**src/design/sbcc_pkg.sv**
```systemverilog
// Shared types and constants for the segment/box collision checker.
// No dependencies; every other design file imports this package.
package sbcc_pkg;

  localparam int COORD_BITS = 24;
  localparam int CLR_BITS   = 20;
  localparam int RAD_BITS   = 23;
  localparam int CFG_BITS   = (COORD_BITS > CLR_BITS) ? COORD_BITS : CLR_BITS;
  localparam int IDX_BITS   = 3;
  // grown bound: min corner minus clearance, max corner plus clearance
  localparam int BND_BITS   = ((COORD_BITS > CLR_BITS + 1) ? COORD_BITS : CLR_BITS + 1) + 1;
  localparam int DIF_BITS   = BND_BITS + 1;
  localparam int PRD_BITS   = 2 * DIF_BITS;
  localparam int SUM_BITS   = PRD_BITS + 1;
  localparam int R2_BITS    = 2 * RAD_BITS;

  typedef enum logic [IDX_BITS-1:0] {
    REG_CORNER_A_X = 3'd0,
    REG_CORNER_A_Y = 3'd1,
    REG_CORNER_B_X = 3'd2,
    REG_CORNER_B_Y = 3'd3,
    REG_CLEARANCE  = 3'd4
  } cfg_reg_t;

  typedef enum logic [1:0] {
    CAUSE_NONE   = 2'd0,
    CAUSE_EDGE   = 2'd1,
    CAUSE_INSIDE = 2'd2,
    CAUSE_NEAR   = 2'd3
  } cause_t;

  typedef struct packed {
    logic                         mode;
    logic signed [COORD_BITS-1:0] start_x;
    logic signed [COORD_BITS-1:0] start_y;
    logic signed [COORD_BITS-1:0] end_x;
    logic signed [COORD_BITS-1:0] end_y;
    logic        [RAD_BITS-1:0]   radius;
  } in_item_t;

  typedef struct packed {
    logic   hit;
    cause_t cause;
  } out_item_t;

  typedef struct packed {
    logic signed [BND_BITS-1:0] lox;
    logic signed [BND_BITS-1:0] hix;
    logic signed [BND_BITS-1:0] loy;
    logic signed [BND_BITS-1:0] hiy;
  } box_t;

  // per-item facts needed next to the products for the crossing test
  typedef struct packed {
    logic ax_nz;
    logic ax_neg;
    logic ay_nz;
    logic ay_neg;
    logic wx_nz;
    logic wy_nz;
    logic lox_in;
    logic hix_in;
    logic loy_in;
    logic hiy_in;
    logic start_in;
  } seg_flags_t;

  typedef struct packed {
    logic                       mode;
    seg_flags_t                 flags;
    logic signed [PRD_BITS-1:0] p1;
    logic signed [PRD_BITS-1:0] p2;
    logic signed [PRD_BITS-1:0] p3;
    logic signed [PRD_BITS-1:0] p4;
    logic        [R2_BITS-1:0]  r2;
  } mul_out_t;

endpackage

```
**src/design/sbcc_eval.sv**
```systemverilog
// Decision stage: edge crossing, start-inside and nearness compares into the result register.
// Uses sbcc_pkg.
module sbcc_eval
  import sbcc_pkg::*;
(
  input  logic      clk,
  input  logic      en,
  input  mul_out_t  prod,
  output out_item_t result
);

  logic signed [SUM_BITS-1:0] dlo, dhi, r2_w;
  logic                       h_lo, h_hi, v_lo, v_hi, near;
  seg_flags_t                 f;
  cause_t                     cause;
  out_item_t                  result_next;

  assign f = prod.flags;

  // Crossing on a horizontal edge at y: ay*(lox-sx) <= ax*(y-sy) <= ay*(hix-sx)
  // (order flips with the sign of ay); vertical edges mirror this with ax.
  assign h_lo = f.ay_nz && f.wx_nz && f.loy_in &&
                (f.ay_neg ? ((prod.p2 <= prod.p3) && (prod.p3 <= prod.p1))
                          : ((prod.p1 <= prod.p3) && (prod.p3 <= prod.p2)));
  assign h_hi = f.ay_nz && f.wx_nz && f.hiy_in &&
                (f.ay_neg ? ((prod.p2 <= prod.p4) && (prod.p4 <= prod.p1))
                          : ((prod.p1 <= prod.p4) && (prod.p4 <= prod.p2)));
  assign v_lo = f.ax_nz && f.wy_nz && f.lox_in &&
                (f.ax_neg ? ((prod.p4 <= prod.p1) && (prod.p1 <= prod.p3))
                          : ((prod.p3 <= prod.p1) && (prod.p1 <= prod.p4)));
  assign v_hi = f.ax_nz && f.wy_nz && f.hix_in &&
                (f.ax_neg ? ((prod.p4 <= prod.p2) && (prod.p2 <= prod.p3))
                          : ((prod.p3 <= prod.p2) && (prod.p2 <= prod.p4)));

  assign dlo  = SUM_BITS'(prod.p1) + SUM_BITS'(prod.p3);
  assign dhi  = SUM_BITS'(prod.p2) + SUM_BITS'(prod.p4);
  assign r2_w = SUM_BITS'(prod.r2);
  assign near = (dlo <= r2_w) || (dhi <= r2_w);

  always_comb begin
    if (prod.mode) begin
      cause = near ? CAUSE_NEAR : CAUSE_NONE;
    end else if (h_lo || h_hi || v_lo || v_hi) begin
      cause = CAUSE_EDGE;
    end else if (f.start_in) begin
      cause = CAUSE_INSIDE;
    end else begin
      cause = CAUSE_NONE;
    end
    result_next.cause = cause;
    result_next.hit   = (cause != CAUSE_NONE);
  end

  always_ff @(posedge clk) begin
    if (en) begin
      result <= result_next;
    end
  end

endmodule
```
**config.mk**
```make
export PLATFORM = sky130hd
export DESIGN_NAME = sbcc_eval
export DESIGN_NICKNAME = d
export VERILOG_FILES = /design/src/design/sbcc_pkg.sv /design/src/design/sbcc_eval.sv
export SDC_FILE = /design/constraint.sdc
export NUM_CORES = 1
export LEC_CHECK = 0
export ABC_AREA = 1
export BUFFER_PORTS_ARGS = -buffer_cell sky130_fd_sc_hd__buf_2
export CORE_ASPECT_RATIO = 0.5
export CORE_MARGIN = 2
export CORE_UTILIZATION = 55
export DETAILED_ROUTE_END_ITERATION = 8
export HOLD_SLACK_MARGIN = 0.02
export PLACE_DENSITY = 0.84
export SYNTH_ARGS = -nofsm -noshare
export SYNTH_HDL_FRONTEND = slang
export SYNTH_SLANG_ARGS = --single-unit
```
**constraint.sdc**
```tcl
create_clock -name clk -period 8.5 [get_ports clk]
set_clock_uncertainty 0.05 [all_clocks]
set_input_delay 0.85 -clock clk [delete_from_list [all_inputs] [get_ports clk]]
set_output_delay 0.85 -clock clk [all_outputs]
set_load 0.1 [all_outputs]
```
# Yosys cells after proc, flatten, opt, wreduce, memory -nomap -nowiden
# Cells that the tools add are included.
# classes
n_addsub	2
n_lt_le_gt_ge	10
muxes	8
n_reduce_logical	23
# op_table
operator	n
<= comparator 52 bit	8
adder 52 x 52 -> 53 bit	2
<= comparator 53 x 47 -> 1 bit	2
logical AND 1 bit	18
two-way mux 2 bit	4
logical OR 1 bit	4
two-way mux 1 bit	4
nonzero test 2 bit	1
# word_totals
register_bits	3
input_bits	268
out_inout_bits	3
wordCells	45

# Longest topological paths before layout
# depth
ltp_word	10
mapped_depth	29
depth_no_buf	29

# Worst setup path after synthesis
# Ideal clock, no wire load.
# synth_timing
kind	input port to flip-flop
start	input prod[98] (netlist name)
end	register result[2] (netlist name), data pin
setup_ps	261
arrival_ps	3673
required_time_ps	8189
setup_slack_ps	4516
stages	27
n_path_buf	0
path_cell_list	ha_1 -> inv_1 -> fa_1 -> inv_1 -> nand3_1 -> nand2_1 -> nand2_1 -> nand2_2 -> nand2_2 -> nand2_2 -> nand2_1 -> nand2_2 -> a31o_2 -> xor2_1 -> ha_1 -> nand4_1 -> nor3_1 -> nor4b_1 -> nand2_1 -> nand2_1 -> nand2_1 -> nand2_1 -> nand2_1 -> nand3_1 -> nand4_1 -> nand2_1 -> nand3_1
# synth_rtl
item	line	source
start: declaration	sbcc_eval.sv:8	input mul_out_t prod,
end signal: assignment	sbcc_eval.sv:56	result <= result_next;
end: declaration	sbcc_eval.sv:9	output out_item_t result

==> impl_metrics.tcl <==
set metrics [dict create \
    grt_usage_pct 39.9 \
    post_cts_resized 0 \
    place_hpwl_um 56000 \
    worst_slack_ns 2.92 \
    worstMarginPinSlew_ns 0.824 \
    synth_warnings 0 \
    period_needed_ns 5.58 \
    top_register "result" \
    utilization_pct 63.0 \
    synth_area_mm2 0.0156 \
    cts.clk_slew.worst_paths_ns 0.03 \
    avgSynthCellArea_um2 5.68 \
    io_pins 271 \
    htreeDepth 1 \
    synth_edf_count 3 \
    maxSlewHeadroom_pct 44.5 \
    reg_top3 "result (3)" \
    vdd_drop_max_uv 46.6 \
    wire_per_inst_um 18.2 \
    die_w_um 242 \
    worstPathArrival_ns 5.63 \
    setup_tns_ns 0 \
    placed_area_mm2 0.0174 \
    syn2layout_area_growth_pct 12.1 \
    cts_buffer_depth 2 \
    yosysTopAreaCellShare_pct 32.3 \
    start_kind "input pin" \
    worstHoldPathType "in -> reg" \
    crit_top_cell "nand2_1" \
    cp-end-kind "register" \
    hold_viol 0 \
    slowest_stage "nor4_1" \
    die_h_um 123 \
    vias_per_cell 5.49 \
    final_area_mm2 0.0175 \
    rsz0062_at_grt "false" \
    grt_pass1_vias 16700 \
    clock-sinks 3 \
    grt_max_degree 11 \
    gr-total-overflow 0 \
    port_buffers 270 \
    tritoncts "done" \
    totalPowerFinal_mw 1.38 \
    pre_cts_slack_ns 2.91 \
    max_freq_ghz 0.179 \
    dieArea_mm2 0.0299 \
    finalSetupViolCount 0 \
    ys_top_cells_by_area "ha_1 32%, nand2_1 18%, inv_1 13%, a21oi_1 8.4%, nor2_1 6.8%" \
    drc 0 \
    outcome "finished, final reports clean" \
    netlist_instances 2750 \
    grt_pass1_wl_um 91200 \
    syn_nets 3424 \
    start_util_pct 56.2 \
    yosysTopAreaCell "ha_1" \
    seq_area_frac_synth_pct 0.576 \
    largest_reg_flops 3 \
    slew_violations 0 \
    cts.hold.buffers_added 0 \
    core_region_area_mm2 0.0278 \
    postCtsSetupRepairBufs 0 \
    nets 3694 \
    wl_um 62000 \
    drive_above_1_share_pct 11.5 \
    drt-initial-drc-count 1748 \
    antenna_found_initial 2 \
    max_cap_violations 0 \
    crit_type "in -> reg" \
    cts-root-buf "clkbuf_16" \
    leakagePower_nw 10.8 \
    p_per_area_mw_per_mm2 78.6 \
    ys_types 39 \
    synth_seq_cells 3 \
    required_ns 8.55 \
    num_rows 43 \
    cp_slowest_stage_delay_ns 0.55 \
    route.vias.total 18700 \
    crit_fanout 4 \
    synthFlopType "edfxtp_1" \
    place_congestion 1.05 \
    synthArstFlopShare_pct 0 \
    cts_buffers 3 \
    drtPass1Iterations 6 \
    fin_crit_sh_pct 65.7 \
    fill_cells 2875 \
    ant_nets 0 \
]
critical path, delay by kind of cell:
kind,cells,cell delay (ns)
xor gates and xnor gates,1,0.23
AOI/OAI and AO/OA,1,0.27
and+or+nand+nor,19,3.13
adders and majority gates,3,0.92
buffers and inverters,2,0.20
power by group:
group          internal [mW]  switching, mW  total, mW
Sequential            0.0191       0.000422     0.0195
Clock                 0.0621         0.0147     0.0768
Combinational          0.440          0.842       1.28
Total                  0.521          0.857       1.38
final timing paths:
kind                      from        end  depth (start not counted)
worst max-delay path  prod[46]  result[2]                         26
worst min-delay path        en  result[2]                          1
logic make-up after synthesis:
logic type | Yosys count | share of synthesized area, %
simple gates | 1249 | 33.1
xor+xnor | 88 | 4.93
buf+inv | 581 | 14.0
flops | 3 | 0.576
fa+ha+maj | 406 | 32.6
compound gates | 423 | 14.8
cell type report:
type	instances	area, µm²	share of cell area, %
inverter	576	2160	12.3
multi-input combinational	2166	13400	76.2
timing repair buffer	270	1350	7.71
clock buffer	4	78.8	0.450
sequential	3	90.1	0.514
tap	382	478	2.73
antenna	2	5.00	0.0286
layout by cell type (no fill, tap or decap), drive strengths merged:
| cell type | instances |
|---|---|
| edfxtp | 3 |
| fa | 2 |
| o21bai | 22 |
| a211oi | 1 |
| a21o | 9 |
| nand4 | 45 |
| inv | 576 |
| and2 | 5 |
| or2 | 1 |
| nor3 | 35 |
| a31oi | 12 |
| o221a | 1 |
| clkbuf | 4 |
| nor4b | 1 |
| diode | 2 |
| o21a | 10 |
| o31ai | 2 |
| o211ai | 4 |
| ha | 404 |
| nand3b | 4 |
| nand3 | 90 |
| o21ai | 90 |
| xnor2 | 6 |
| nand2 | 756 |
| buf | 270 |
| xor2 | 82 |
| a2111oi | 1 |
| and3 | 9 |
| nor2 | 300 |
| a21oi | 263 |
| nor4 | 3 |
| a31o | 8 |
per-layer routing:
metal	vias up	track usage (%)	wire length, µm
li1	9274	-	-
met1	8332	53.4	27300
met2	943	64.5	26100
met3	136	7.68	6330
met4	0	13.8	2300
met5	-	0	0
through the flow:
step	std cells	hold slack, ns
after detailed placement	3397	1.04
after CTS	3401	0.808
after global placement	3397	1.04
final	3403	0.808
after floorplan	2750	0.912
after global routing	3403	0.822
cells in the mapped netlist (2+ instances only):
library cell and n:
nand2_1 744, inv_1 562, ha_1 404, nor2_1 283, a21oi_1 261, nand3_1 83
o21ai_0 83, xor2_1 82, nand4_1 45, nor3_1 25, o21bai_1 22, nor2_2 17
inv_2 14, a31oi_1 12, nand2_2 12, nor3_2 10, o21a_1 10, a21o_1 9
and3_1 9, a31o_2 8, nand3_2 7, o21ai_1 6, xnor2_1 6, and2_1 5
buf_2 5, nand3b_1 4, o211ai_1 4, edfxtp_1 3, nor4_1 3, a21oi_2 2
fa_1 2
Note: power is estimated with default switching activity, not from simulation.
