[config.mk]
export PLATFORM = sky130hd
export DESIGN_NAME = sbcc_box
export DESIGN_NICKNAME = d
export VERILOG_FILES = /design/src/design/sbcc_pkg.sv /design/src/design/sbcc_box.sv
export SDC_FILE = /design/constraint.sdc
export NUM_CORES = 1
export LEC_CHECK = 0
export BUFFER_PORTS_ARGS = -buffer_cell sky130_fd_sc_hd__buf_2
export CAP_MARGIN = 10
export CORE_MARGIN = 3
export CORE_UTILIZATION = 45
export CTS_CLUSTER_DIAMETER = 30
export CTS_CLUSTER_SIZE = 25
export DETAILED_ROUTE_END_ITERATION = 10
export GPL_ROUTABILITY_DRIVEN = 0
export PLACE_DENSITY = 0.66
export RECOVER_POWER = 25
export SLEW_MARGIN = 25
export SYNTH_ARGS = -nofsm -noshare
export SYNTH_HDL_FRONTEND = slang
export SYNTH_SLANG_ARGS = --single-unit
[constraint.sdc]
create_clock -name clk -period 4.77 [get_ports clk]
set_input_delay 0 -clock clk [delete_from_list [all_inputs] [get_ports clk]]
set_output_delay 0 -clock clk [all_outputs]
set_load 0.01 [all_outputs]
[src/design/sbcc_pkg.sv]
// Shared types and constants for the segment/box collision checker.
// No dependencies; every other design file imports this package.
package sbcc_pkg;

  localparam int COORD_BITS = 24;
  localparam int CLR_BITS   = 20;
  localparam int RAD_BITS   = 23;
  localparam int CFG_BITS   = (COORD_BITS > CLR_BITS) ? COORD_BITS : CLR_BITS;
  localparam int IDX_BITS   = 3;
  // grown bound: min corner minus clearance, max corner plus clearance
  localparam int BND_BITS   = ((COORD_BITS > CLR_BITS + 1) ? COORD_BITS : CLR_BITS + 1) + 1;
  localparam int DIF_BITS   = BND_BITS + 1;
  localparam int PRD_BITS   = 2 * DIF_BITS;
  localparam int SUM_BITS   = PRD_BITS + 1;
  localparam int R2_BITS    = 2 * RAD_BITS;

  typedef enum logic [IDX_BITS-1:0] {
    REG_CORNER_A_X = 3'd0,
    REG_CORNER_A_Y = 3'd1,
    REG_CORNER_B_X = 3'd2,
    REG_CORNER_B_Y = 3'd3,
    REG_CLEARANCE  = 3'd4
  } cfg_reg_t;

  typedef enum logic [1:0] {
    CAUSE_NONE   = 2'd0,
    CAUSE_EDGE   = 2'd1,
    CAUSE_INSIDE = 2'd2,
    CAUSE_NEAR   = 2'd3
  } cause_t;

  typedef struct packed {
    logic                         mode;
    logic signed [COORD_BITS-1:0] start_x;
    logic signed [COORD_BITS-1:0] start_y;
    logic signed [COORD_BITS-1:0] end_x;
    logic signed [COORD_BITS-1:0] end_y;
    logic        [RAD_BITS-1:0]   radius;
  } in_item_t;

  typedef struct packed {
    logic   hit;
    cause_t cause;
  } out_item_t;

  typedef struct packed {
    logic signed [BND_BITS-1:0] lox;
    logic signed [BND_BITS-1:0] hix;
    logic signed [BND_BITS-1:0] loy;
    logic signed [BND_BITS-1:0] hiy;
  } box_t;

  // per-item facts needed next to the products for the crossing test
  typedef struct packed {
    logic ax_nz;
    logic ax_neg;
    logic ay_nz;
    logic ay_neg;
    logic wx_nz;
    logic wy_nz;
    logic lox_in;
    logic hix_in;
    logic loy_in;
    logic hiy_in;
    logic start_in;
  } seg_flags_t;

  typedef struct packed {
    logic                       mode;
    seg_flags_t                 flags;
    logic signed [PRD_BITS-1:0] p1;
    logic signed [PRD_BITS-1:0] p2;
    logic signed [PRD_BITS-1:0] p3;
    logic signed [PRD_BITS-1:0] p4;
    logic        [R2_BITS-1:0]  r2;
  } mul_out_t;

endpackage

[src/design/sbcc_box.sv]
// Configuration registers and the registered grown obstacle box.
// Depends on sbcc_pkg.
module sbcc_box
  import sbcc_pkg::*;
(
  input  logic                clk,
  input  logic                rst,
  input  logic                cfg_we,
  input  logic [IDX_BITS-1:0] cfg_index,
  input  logic [CFG_BITS-1:0] cfg_data,
  output box_t                box
);

  logic signed [COORD_BITS-1:0] corner_a_x, corner_a_y, corner_b_x, corner_b_y;
  logic        [CLR_BITS-1:0]   clearance;

  logic signed [BND_BITS-1:0] ax_w, ay_w, bx_w, by_w, clr_w;
  box_t                       box_next;

  always_ff @(posedge clk) begin
    if (rst) begin
      corner_a_x <= '0;
      corner_a_y <= '0;
      corner_b_x <= '0;
      corner_b_y <= '0;
      clearance  <= '0;
    end else if (cfg_we) begin
      unique case (cfg_index)
        REG_CORNER_A_X: corner_a_x <= $signed(cfg_data[COORD_BITS-1:0]);
        REG_CORNER_A_Y: corner_a_y <= $signed(cfg_data[COORD_BITS-1:0]);
        REG_CORNER_B_X: corner_b_x <= $signed(cfg_data[COORD_BITS-1:0]);
        REG_CORNER_B_Y: corner_b_y <= $signed(cfg_data[COORD_BITS-1:0]);
        REG_CLEARANCE:  clearance  <= cfg_data[CLR_BITS-1:0];
        default: ;
      endcase
    end
  end

  assign ax_w  = BND_BITS'(corner_a_x);
  assign ay_w  = BND_BITS'(corner_a_y);
  assign bx_w  = BND_BITS'(corner_b_x);
  assign by_w  = BND_BITS'(corner_b_y);
  assign clr_w = BND_BITS'(clearance);

  always_comb begin
    box_next.lox = ((ax_w < bx_w) ? ax_w : bx_w) - clr_w;
    box_next.hix = ((ax_w < bx_w) ? bx_w : ax_w) + clr_w;
    box_next.loy = ((ay_w < by_w) ? ay_w : by_w) - clr_w;
    box_next.hiy = ((ay_w < by_w) ? by_w : ay_w) + clr_w;
  end

  always_ff @(posedge clk) begin
    if (rst) begin
      box <= '0;
    end else begin
      box <= box_next;
    end
  end

endmodule

; Word level (Yosys, flattened, before mapping)
; Cells that the tools add are included.
[word_totals]
word_cells = 29
regBits = 216
out_inout_bits = 100
[classes]
n_addsub = 4
n_eq_ne = 4
n_lt_le_gt_ge = 2
n_reduce_logical = 6
mux = 4
[ops]
columns = op, n
row1 = $mux W25, 4
row2 = $add A25 B21 Y25, 2
row3 = $sub A25 B21 Y25, 2
row4 = $lt A24 B24 Y1, 2
row5 = $reduce_and A2 Y1, 5
row6 = $eq A3 B2 Y1 const B, 2
row7 = $eq A3 B1 Y1 const B, 1
row8 = $eq A3 B3 Y1 const B, 1
row9 = $logic_not A3 Y1, 1

; Logic depth before layout (Yosys ltp)
; Gate-level depths: netlist of the first run.
[logic_depth]
ltp_word = 3
ltp_mapped = 24
depth_no_buf = 22

; Worst setup path after synthesis of the first run
; OpenSTA, ideal clock, no wires.
[synth_timing]
kind = reg-to-reg
startpoint = reg corner_b_y[5]
endpoint = reg box[41] in the netlist's numbering
path_buffers = 3
synth_period_minus_slack_ns = 4.973
arrival_ns = 4.845
path_slack_ns = -0.203
setup_ns = 0.128
path_stages_with_launch = 24
cell_sequence = dfxtp_1 inv_1 ha_1 a21o_1 a211o_1 a211oi_1 a31oi_1 o22ai_2 buf_2 buf_2 buf_2 mux2i_1 ha_1 inv_1 fa_1 a21o_1 a21o_1 a2111oi_0 o21ai_0 a31oi_1 o211ai_1 a21oi_1 xor2_1 nor2_1
[synth_via]
elab_chain_cells = 3
[synth_lines]
columns = item, line_no
row1 = start: declaration, sbcc_box.sv:14  ; logic signed [COORD_BITS-1:0] corner_a_x, corner_a_y, corner_b_x, corner_b_y;
row2 = start signal: assignment, sbcc_box.sv:32  ; REG_CORNER_B_Y: corner_b_y <= $signed(cfg_data[COORD_BITS-1:0]);
row3 = $lt A24 B24 Y1, sbcc_box.sv:48  ; box_next.loy = ((ay_w < by_w) ? ay_w : by_w) - clr_w;
row4 = $mux W25 (*), sbcc_box.sv:48
row5 = $sub A25 B21 Y25 (*), sbcc_box.sv:48
row6 = end signal: assignment, sbcc_box.sv:56  ; box <= box_next;
row7 = end: declaration, sbcc_box.sv:11  ; output box_t box
; Mark *: on every way between the ends. The rest lies on a longest branch, timed or not.
; A chain may end at the register's enable or synchronous reset.

; Worst setup path after layout of the first run
[layout_timing]
startpoint = reg corner_b_y[9]
endpoint = reg box[48] in the netlist's numbering
; Same word-level chain as after synthesis.

==> results of run 1 <==
-- layer usage --
layer	up-vias	GRT usage, %	share of wire [%]
li1	6041	-	-
met1	5526	33.1	47
met2	374	37.5	43
met3	88	4.38	6.5
met4	0	8.75	3.5
met5	-	0	0
-- worst max-delay path: stages (launching register included) --
cell and delay (ps):
dfxtp_2 330, inv_1 50, ha_1 290, nand4_1 100, nor2_2 130, or4b_4 510, a31oi_4 280, o22ai_4 160
buf_4 180, buf_4 140, nand2_1 50, o21ai_0 90, ha_1 340, o21a_1 120, o31a_1 130, o41a_1 460
a211oi_2 240, buf_4 170, o31ai_4 90, and2_4 170, a221oi_2 230, xor2_1 160, nor2_1 70
-- report_power, final --
group	switching (W)	total, W	internal [W]
Sequential	0.0000513	0.00199	0.00194
Clock	0.00113	0.00327	0.00214
Combinational	0.000801	0.00148	0.000682
Total	0.00198	0.00674	0.00476
-- registers in the layout, summed over array words and instances, names as in the netlist --
register and flops:
box 100, clearance 20, corner_a_x 24, corner_a_y 24, corner_b_x 24, corner_b_y 24
-- final timing paths --
check,cells after the start,to,from,slack (ps)
worst max-delay path,22,box[48]$_SDFF_PP0_,corner_b_y[9]$_SDFFE_PP0P_,140
worst min-delay path,5,corner_b_x[4]$_SDFFE_PP0P_,cfg_index[0],50
worst max register to register,22,box[48]$_SDFF_PP0_,corner_b_y[9]$_SDFFE_PP0P_,140
worst min register to register,2,corner_b_y[7]$_SDFFE_PP0P_,corner_b_y[7]$_SDFFE_PP0P_,470
-- cells in the mapped netlist, drive strengths merged (19+ instances only) --
cell type  instances  area (sq um)
a21oi            186           931
clkbuf            47           176
xor2              31           272
dfxtp            216          4320
a21o              41           308
o21ai             91           459
inv               90           338
nor2             117           439
nor3              21           105
nand3             19          95.1
xnor2             31           272
mux2              43           484
nor2b             19           119
ha               126          1580
nand2            315          1180
-- stage by stage --
step	cell area (sq um)	setup WS, ps	TNS, ps
after CTS	16300	-21.1	-21.1
final	16600	140	0
after detailed placement	14400	-197	-839
after global routing	16600	-50.0	-131
after floorplan	12600	3.66	0
after global placement	14400	-143	-361
-- layout by cell type (no fill, tap or decap), drive strengths merged, types with 4 or more instances in the layout --
cell and n:
a2111oi 6, a211o 5, a211oi 14, a21o 41
a21oi 186, a31oi 12, and2 5, and3 11
buf 202, bufinv 5, clkbuf 112, clkinv 14
clkinvlp 6, dfxtp 216, dlygate4sd3 25, fa 4
ha 126, inv 100, mux2 43, mux2i 13
nand2 315, nand2b 16, nand3 19, nand4 9
nor2 117, nor2b 19, nor3 21, o211ai 8
o21a 17, o21ai 91, o21bai 6, o31a 7
or2 8, or3 6, xnor2 31, xor2 31
-- cells by family after synthesis --
logic type / after synthesis / share of synthesized area, %
compound gates: 412 / 19.5
fa+ha+maj: 130 / 13.1
mux: 56 / 4.87
buf+inv: 153 / 4.70
flops: 216 / 34.3
xor+xnor: 62 / 4.31
simple gates: 560 / 19.1
-- final cells by class --
cell class	instances	area [sq um]	share of cell area [%]
clock buffer	51	1210	7.30
clock inverter	35	405	2.44
inverter	90	338	2.04
multi-input combinational	1221	7970	48.1
sequential	216	4330	26.1
tap	372	465	2.81
timing repair buffer	288	1860	11.2
-- repair_timing --
item                                   4_1_cts  5_1_grt
setup buffers                                1       14
setup endpoints to repair                   18       42
hold buffers                                25        0
cloned                                       1        0
pin swaps                                    2       31
gates resized for setup                     13       58
endpoints found under the hold margin      137        0
==> results.toml, run 1 <==
[timing]
finalWorstPathRequiredPeriod_ps = 4630
rsz0062_at_grt = "true"
setup_viol = 0
fin_worst_skew_ps = 16.0
fin_crit_sh_pct = 97.1
slew-limit-headroom_pct = -14.8
fmax_mhz = 216
hold_viol_final = 0
hold_ws_ps = 49.0
worst_slew_pin_slew_ps = 1720
maxSlewViolCount = 25

[die]
fp.dieW_um = 173
die_height_um = 173
core-area_sq_um = 27300
pin_count = 130
die_area_sq_um = 30100
rows = 60
initial_utilization_pct = 46.2

[routing]
ant_nets = 0
via_per_inst = 5.29
routed_wl_um = 37200
wl_per_cell_um = 16.4
drc = 0
vias = 12000
dr.pass1.iters = 5
drtIter0Drc = 970

[final_layout]
diodes = 0
drive_above_1_share_pct = 20.7
nets = 2024
syn2layout_area_growth_pct = 31.6
fin_util_pct = 60.9
layout.cells.non_filler = 2273
nFillCells = 2411

[cts]
htreeDepth = 2
cts_root_buf = "clkbuf_16"
numClockSinks = 216
clk_latency_ps = 550
clock_path_buffers = 3
tritoncts = "yes"
numCtsBuffers = 47
clk_pin_slew_ps = 60

[pwr]
leakage_nw = 7.18
finalPower_w = 0.00674
max-vdd-ir-drop_v = 0.000303
power.density_nw_per_um2 = 407

[yosys]
synth_edf_count = 0
postSynthAreaPerCell_sq_um = 7.93
async_flop_share_pct = 0
synthesis.nets = 1749
ys_seq_area_share_pct = 34.3
ys.flop_type = "dfxtp_1"
yosys_warnings = 0
syn-cell-area_sq_um = 12600
synth.distinct_cells = 62
ys_seq_elements = 216
synth_cells = 1589

[status]
status = "finished with violations"
violations = "max-capacitance violations, max-slew violations"

[global_routing]
grt_pass1_vias = 11700
grt.total_usage_pct = 24.0
antenna_found_initial = 0
grt_pass1_wl_um = 59500
grt-ovfl-total = 0
grt_max_degree = 83

[critical_path]
critPathLaunchType = "flop"
crit_arrival_ps = 5030
cp_max_fo = 6
path_class = "reg2reg"
end_kind = "flop"
worstPathRequired_ps = 5170

[placed_design]
dp_cells = 2147
hpwlAfterDp_um = 27200
io_buffer_count = 129

[min_path]
hp-class = "in2reg"

[flow_run]
cap_viol_max_count = 1
No activity file was read; power rests on OpenSTA's default activity.
==> run 2: changes to the inputs <==
--- a/config.mk
+++ b/config.mk
@@ -13,6 +13,7 @@
 export CTS_CLUSTER_SIZE = 25
 export DETAILED_ROUTE_END_ITERATION = 10
 export GPL_ROUTABILITY_DRIVEN = 0
+export MAX_ROUTING_LAYER = met4
 export PLACE_DENSITY = 0.66
 export RECOVER_POWER = 25
 export SLEW_MARGIN = 25
==> run 2 against run 1 <==
  * The flow still finishes with violations (max-capacitance violations, max-slew violations)
  * Register-to-register slack got worse by 40 ps
  * Die area unchanged
  * Count of clock-buffer cells in the layout unchanged
  * Global-route usage increased by 0.72 points
  * Via count decreased by 0.26%
  * Maximum frequency decreased by 0.76%
  * Core utilization about the same
  * Sequential share of layout area about the same
  * First-iteration DRC count decreased by 0.93%
  * Flip-flop and latch count unchanged
  * Total power about the same
  * Highest routed layer unchanged
==> results.toml, run 2 (same netlist as run 1, synthesis figures left out) <==
[timing]
rsz0062_at_grt = "true"
worst_slew_pin_slew_ps = 1730
finalWorstPathRequiredPeriod_ps = 4670
slew-limit-headroom_pct = -15.4
fin_ws_ps = 105
maxSlewViolCount = 25
finalSetupTns_ps = 0
fmax_mhz = 214
fin_worst_skew_ps = 16.4
fin_crit_sh_pct = 97.8
setup_viol = 0
hold_viol_final = 0
hold_ws_ps = 40.2

[global_routing]
grt_pass1_vias = 11800
grt_pass1_wl_um = 59500
grt.total_usage_pct = 24.7
grt_max_degree = 83
grt-ovfl-total = 0
antenna_found_initial = 0

[critical_path]
cp_max_fo = 6
path_class = "reg2reg"
worstPathRequired_ps = 5170
end_kind = "flop"
crit_arrival_ps = 5070
cp_top_family = "compound AO/OA/AOI/OAI gates"
worst_path_max_delay_cell = "or4b_4"
cp_common_cell = "buf_4"
critPathLaunchType = "flop"
cp_num_buf_inv = 4
cp_cell_sequence = "inv_1, ha_1, nand4_1, nor2_2, or4b_4, a31oi_4, o22ai_4, buf_4, buf_4, o21ai_0, ha_1, o21a_1, o31a_1, o41a_1, a211oi_2, buf_4, o31ai_4, and2_4, a221oi_2, xor2_1, nor2_1"
critPathMaxStageDelay_ps = 510

[die]
rows = 60
initial_utilization_pct = 46.2
die_area_sq_um = 30100
pin_count = 130
core-area_sq_um = 27300
die_height_um = 173
fp.dieW_um = 173

[final_layout]
drive_above_1_share_pct = 20.7
nets = 2023
syn2layout_area_growth_pct = 31.5
fin_util_pct = 60.8
largest_reg_flops = 100
top_register = "box"
final_common_cell = "nand2_1"
design_area_sq_um = 16600
layout_common_cells = "314 x nand2_1, 211 x dfxtp_1, 180 x a21oi_1"

[routing]
routed_wl_um = 37200
vias = 12000
drc = 0
wl_per_cell_um = 16.4
dr.pass1.iters = 5
drtIter0Drc = 961
via_per_inst = 5.28
ant_nets = 0

[pwr]
power.density_nw_per_um2 = 407
max-vdd-ir-drop_v = 0.000304
leakage_nw = 7.18

[min_path]
hp-class = "in2reg"

[cts]
clk_latency_ps = 550
numClockSinks = 216
cts_root_buf = "clkbuf_16"
clock_path_buffers = 3
htreeDepth = 2
tritoncts = "yes"
clk_pin_slew_ps = 50
numCtsBuffers = 47

[status]
violations = "max-capacitance violations, max-slew violations"
status = "finished with violations"

[placed_design]
postPlaceCellArea_sq_um = 14400
hpwlAfterDp_um = 27200
io_buffer_count = 129
post-place-ws_ps = -197

[flow_run]
cap_viol_max_count = 1
## run 2: changes by cell type in the layout (fill, tap and decap cells not counted), sizes merged
cell,previous run,this run
clkbuf,112,111
diode,0,1
## run 2: worst paths after layout
path / start / slack [ps] / to / cells after the start
setup reg to reg: corner_b_y[9]$_SDFFE_PP0P_ / 100 / box[48]$_SDFF_PP0_ / 21
hold / removal: cfg_index[0] / 40 / corner_b_x[15]$_SDFFE_PP0P_ / 5
setup / recovery: corner_b_y[9]$_SDFFE_PP0P_ / 100 / box[48]$_SDFF_PP0_ / 21
hold reg to reg: corner_b_y[7]$_SDFFE_PP0P_ / 470 / corner_b_y[7]$_SDFFE_PP0P_ / 2
## run 2: final cells by class
cell class                 instances  area [sq um]
sequential                       216          4330
timing repair buffer             287          1850
clock inverter                    35           405
tap                              372           465
multi-input combinational       1221          7970
inverter                          90           338
fill                            2414         10700
clock buffer                      51          1210
antenna                            1          2.50
## run 2: where the power goes
part | total, W | switching (W) | internal [W]
logic | 0.00148 | 0.000800 | 0.000681
clock network | 0.00327 | 0.00113 | 0.00214
registers | 0.00199 | 0.0000516 | 0.00194
## run 2: metal layers
metal | track usage (%) | vias to the layer above | share of wire (%)
li1 | - | 6038 | -
met1 | 33.2 | 5497 | 47
met2 | 37.5 | 373 | 44
met3 | 4.25 | 90 | 6.5
met4 | 8.75 | 0 | 3.3
met5 | - | - | 0
## run 2: worst register-to-register path, stage by stage, from the launching register on
cell	delay, ps
dfxtp_2	330
inv_1	50
ha_1	290
nand4_1	100
nor2_2	130
or4b_4	510
a31oi_4	280
o22ai_4	160
buf_4	180
buf_4	140
o21ai_0	210
ha_1	300
o21a_1	120
o31a_1	120
o41a_1	460
a211oi_2	250
buf_4	180
o31ai_4	90
and2_4	170
a221oi_2	230
xor2_1	160
nor2_1	70
## run 2: repair_timing
item / 4_1_cts / 5_1_grt
pin swaps: 2 / 33
endpoints found under the hold margin: 137 / 0
buffers inserted: 1 / 13
hold buffers: 25 / 0
endpoints found under the setup margin: 18 / 42
gates resized for setup: 13 / 59
gates cloned: 1 / 0
## run 2: through the flow
step | std cells | power [W]
after floorplan | 1589 | 0.00286
after global placement | 2147 | 0.00335
after detailed placement | 2147 | 0.00336
after CTS | 2260 | 0.00670
after global routing | 2272 | 0.00702
final | 2273 | 0.00675
==> run 3: changes to the inputs <==
--- a/config.mk
+++ b/config.mk
@@ -14,7 +14,7 @@
 export DETAILED_ROUTE_END_ITERATION = 10
 export GPL_ROUTABILITY_DRIVEN = 0
 export MAX_ROUTING_LAYER = met4
-export PLACE_DENSITY = 0.66
+export PLACE_DENSITY = 0.74
 export RECOVER_POWER = 25
 export SLEW_MARGIN = 25
 export SYNTH_ARGS = -nofsm -noshare
==> constraint.sdc (replaced) <==
create_clock -name clk -period 4.77 [get_ports clk]
set_input_delay 0.2385 -clock clk [delete_from_list [all_inputs] [get_ports clk]]
set_output_delay 0.2385 -clock clk [all_outputs]
set_load 0.01 [all_outputs]
==> run 3 against run 2 <==
  * The flow still finishes with violations (max-capacitance violations, max-slew violations)
  * Clock power down 6.1%
  * Combinational power is essentially flat
  * Count of clock-buffer cells in the layout unchanged
  * Final cell count fell by 0.31%
  * Die area is the same
  * Global-route usage shrank 0.17 points
  * Sequential power about the same
  * Wire length up 3.6%
  * Cell area up 0.26%
  * Non-clock buffer count up 2
  * Setup slack worse by 69 ps
  * First-iteration DRC count is 23% higher
  * Largest power group unchanged
  * Highest routed layer unchanged
==> results.toml, run 3 (same netlist as run 1, synthesis figures left out) <==
[final_layout]
diodes = 0
drive_above_1_share_pct = 22.1
seqCellArea_sq_um = 4330
syn2layout_area_growth_pct = 31.9
multi_input_area_sq_um = 8110
nFillCells = 2291
final_common_cell = "nand2_1"
layout_common_cells = "314 x nand2_1, 211 x dfxtp_1, 177 x a21oi_1"
nets = 2022
largest_reg_flops = 100
top_register = "box"

[cts]
tritoncts = "yes"
numClockSinks = 216
cts_root_buf = "clkbuf_16"
clock_path_buffers = 3
numCtsBuffers = 44
clk_pin_slew_ps = 50
htreeDepth = 2
clk_latency_ps = 540

[placed_design]
io_buffer_count = 129
hpwlAfterDp_um = 27200
post-place-ws_ps = -177

[min_path]
hp-class = "in2reg"
hold_depth = 3

[pwr]
switchingPower_w = 0.00192
p_sw_share_pct = 29.2
clkPwrFrac_pct = 46.7
p_int_w = 0.00466
power.share.sequential_pct = 30.3
max-vdd-ir-drop_v = 0.000245
power_frac_comb_pct = 23.0
power.density_nw_per_um2 = 396
leakage_nw = 7.18
finalPower_w = 0.00658

[critical_path]
path_class = "reg2reg"
critPathLaunchType = "flop"
cp_common_cell = "buf_4"
worstPathRequired_ps = 5190
worst_path_max_delay_cell = "dfxtp_1"
cp_max_fo = 6
end_kind = "flop"
crit_arrival_ps = 5150
critPathMaxStageDelay_ps = 350
cp_cell_sequence = "inv_1, ha_1, nor2_1, nor2_2, buf_4, buf_4, a211oi_2, a31oi_4, o22ai_4, buf_4, mux2_2, ha_1, inv_1, fa_1, nor2b_1, o21a_1, o21ai_1, a211oi_2, o21ai_2, nand2b_1, a21o_1, a31oi_1, mux2_2"
r2r_cells = 23

[timing]
hold_viol_final = 0
fin_crit_sh_pct = 99.2
fin_ws_ps = 36.2
worst_slew_pin_slew_ps = 1940
fin_worst_skew_ps = 14.9
maxSlewViolCount = 25
finalWorstPathRequiredPeriod_ps = 4730
setup_viol = 0
slew-limit-headroom_pct = -29.2
rsz0062_at_grt = "true"
hold_ws_ps = 19.2
fmax_mhz = 211

[die]
die_height_um = 173
core-area_sq_um = 27300
initial_utilization_pct = 46.2
fp.dieW_um = 173
die_area_sq_um = 30100
rows = 60
pin_count = 130

[global_routing]
grt.total_usage_pct = 24.5
grt_pass1_wl_um = 59500
grt_pass1_vias = 11900
grt_max_degree = 158
grt-ovfl-total = 0
antenna_found_initial = 0

[routing]
drc = 0
ant_nets = 0
vias = 12300
drtIter0Drc = 1180
via_per_inst = 5.43
dr.pass1.iters = 6
routed_wl_um = 38600
wl_per_cell_um = 17.0

[status]
violations = "max-capacitance violations, max-slew violations"
status = "finished with violations"

[flow_run]
cap_viol_max_count = 1
-- run 3: cell count changes in the layout (fill, tap and decap cells not counted), sizes merged --
| cell | delta |
|---|---|
| clkinvlp | +1 |
| inv | -8 |
| dlygate4sd3 | -11 |
| clkinv | -1 |
| diode | -1 |
| buf | +15 |
| clkbuf | -2 |
-- run 3: worst max-delay path, delay by kind of cell (launching register included) --
family / cells / cell delay (ps)
AO/OA/AOI/OAI: 9 / 1930
multiplexers: 2 / 680
AND/OR/NAND/NOR: 4 / 370
flip-flops: 1 / 350
buffers and inverters: 5 / 580
adder cells (fa/ha/maj): 3 / 690
-- run 3: layout make-up --
type                       instances  area share (%)
clock buffer                      51            7.02
clock inverter                    27            2.06
inverter                          90            2.03
multi-input combinational       1221            48.8
sequential                       216            26.1
tap                              372            2.80
timing repair buffer             289            11.2
-- run 3: power groups by stage --
stage	sequential [W]	combinational (W)	clock, W
after floorplan	0.00208	0.000782	0
final	0.00200	0.00151	0.00307
after global routing	0.00201	0.00163	0.00321
after global placement	0.00202	0.00130	0
after detailed placement	0.00202	0.00133	0
after CTS	0.00199	0.00139	0.00311
-- run 3: what timing repair did --
action	in CTS	in global routing
resized for setup	18	84
pin swaps	10	35
buffers inserted	5	12
endpoints found under the hold margin	42	0
cloned	1	0
hold buffers	14	0
setup endpoints to repair	24	41
-- run 3: final timing paths --
| path | start | endpoint | slack (ps) |
|---|---|---|---|
| worst max-delay path | corner_b_y[7]$_SDFFE_PP0P_ | box[16]$_SDFF_PP0_ | 40 |
| worst min register to register | corner_b_x[1]$_SDFFE_PP0P_ | corner_b_x[1]$_SDFFE_PP0P_ | 450 |
| worst min-delay path | cfg_data[22] | corner_a_x[22]$_SDFFE_PP0P_ | 20 |
| worst max register to register | corner_b_y[7]$_SDFFE_PP0P_ | box[16]$_SDFF_PP0_ | 40 |
-- run 3: layer usage --
| layer | routed length (um) | global-route usage, % | vias to the layer above |
|---|---|---|---|
| met5 | 0 | - | - |
| met4 | 1270 | 10.1 | 0 |
| met3 | 2300 | 3.79 | 100 |
| met2 | 17800 | 38.6 | 431 |
| met1 | 17100 | 31.6 | 5738 |
| li1 | - | - | 6029 |
-- run 3: metrics by stage --
step | cell area [sq um] | instances | TNS [ps] | util [%]
after global routing | 16600 | 2266 | -225 | 61.0
after floorplan | 12600 | 1589 | 0 | -
final | 16600 | 2266 | 0 | 61.0
after CTS | 16200 | 2254 | -2.42 | 59.5
after detailed placement | 14500 | 2156 | -1490 | 53.1
after global placement | 14500 | 2156 | -446 | 53.1
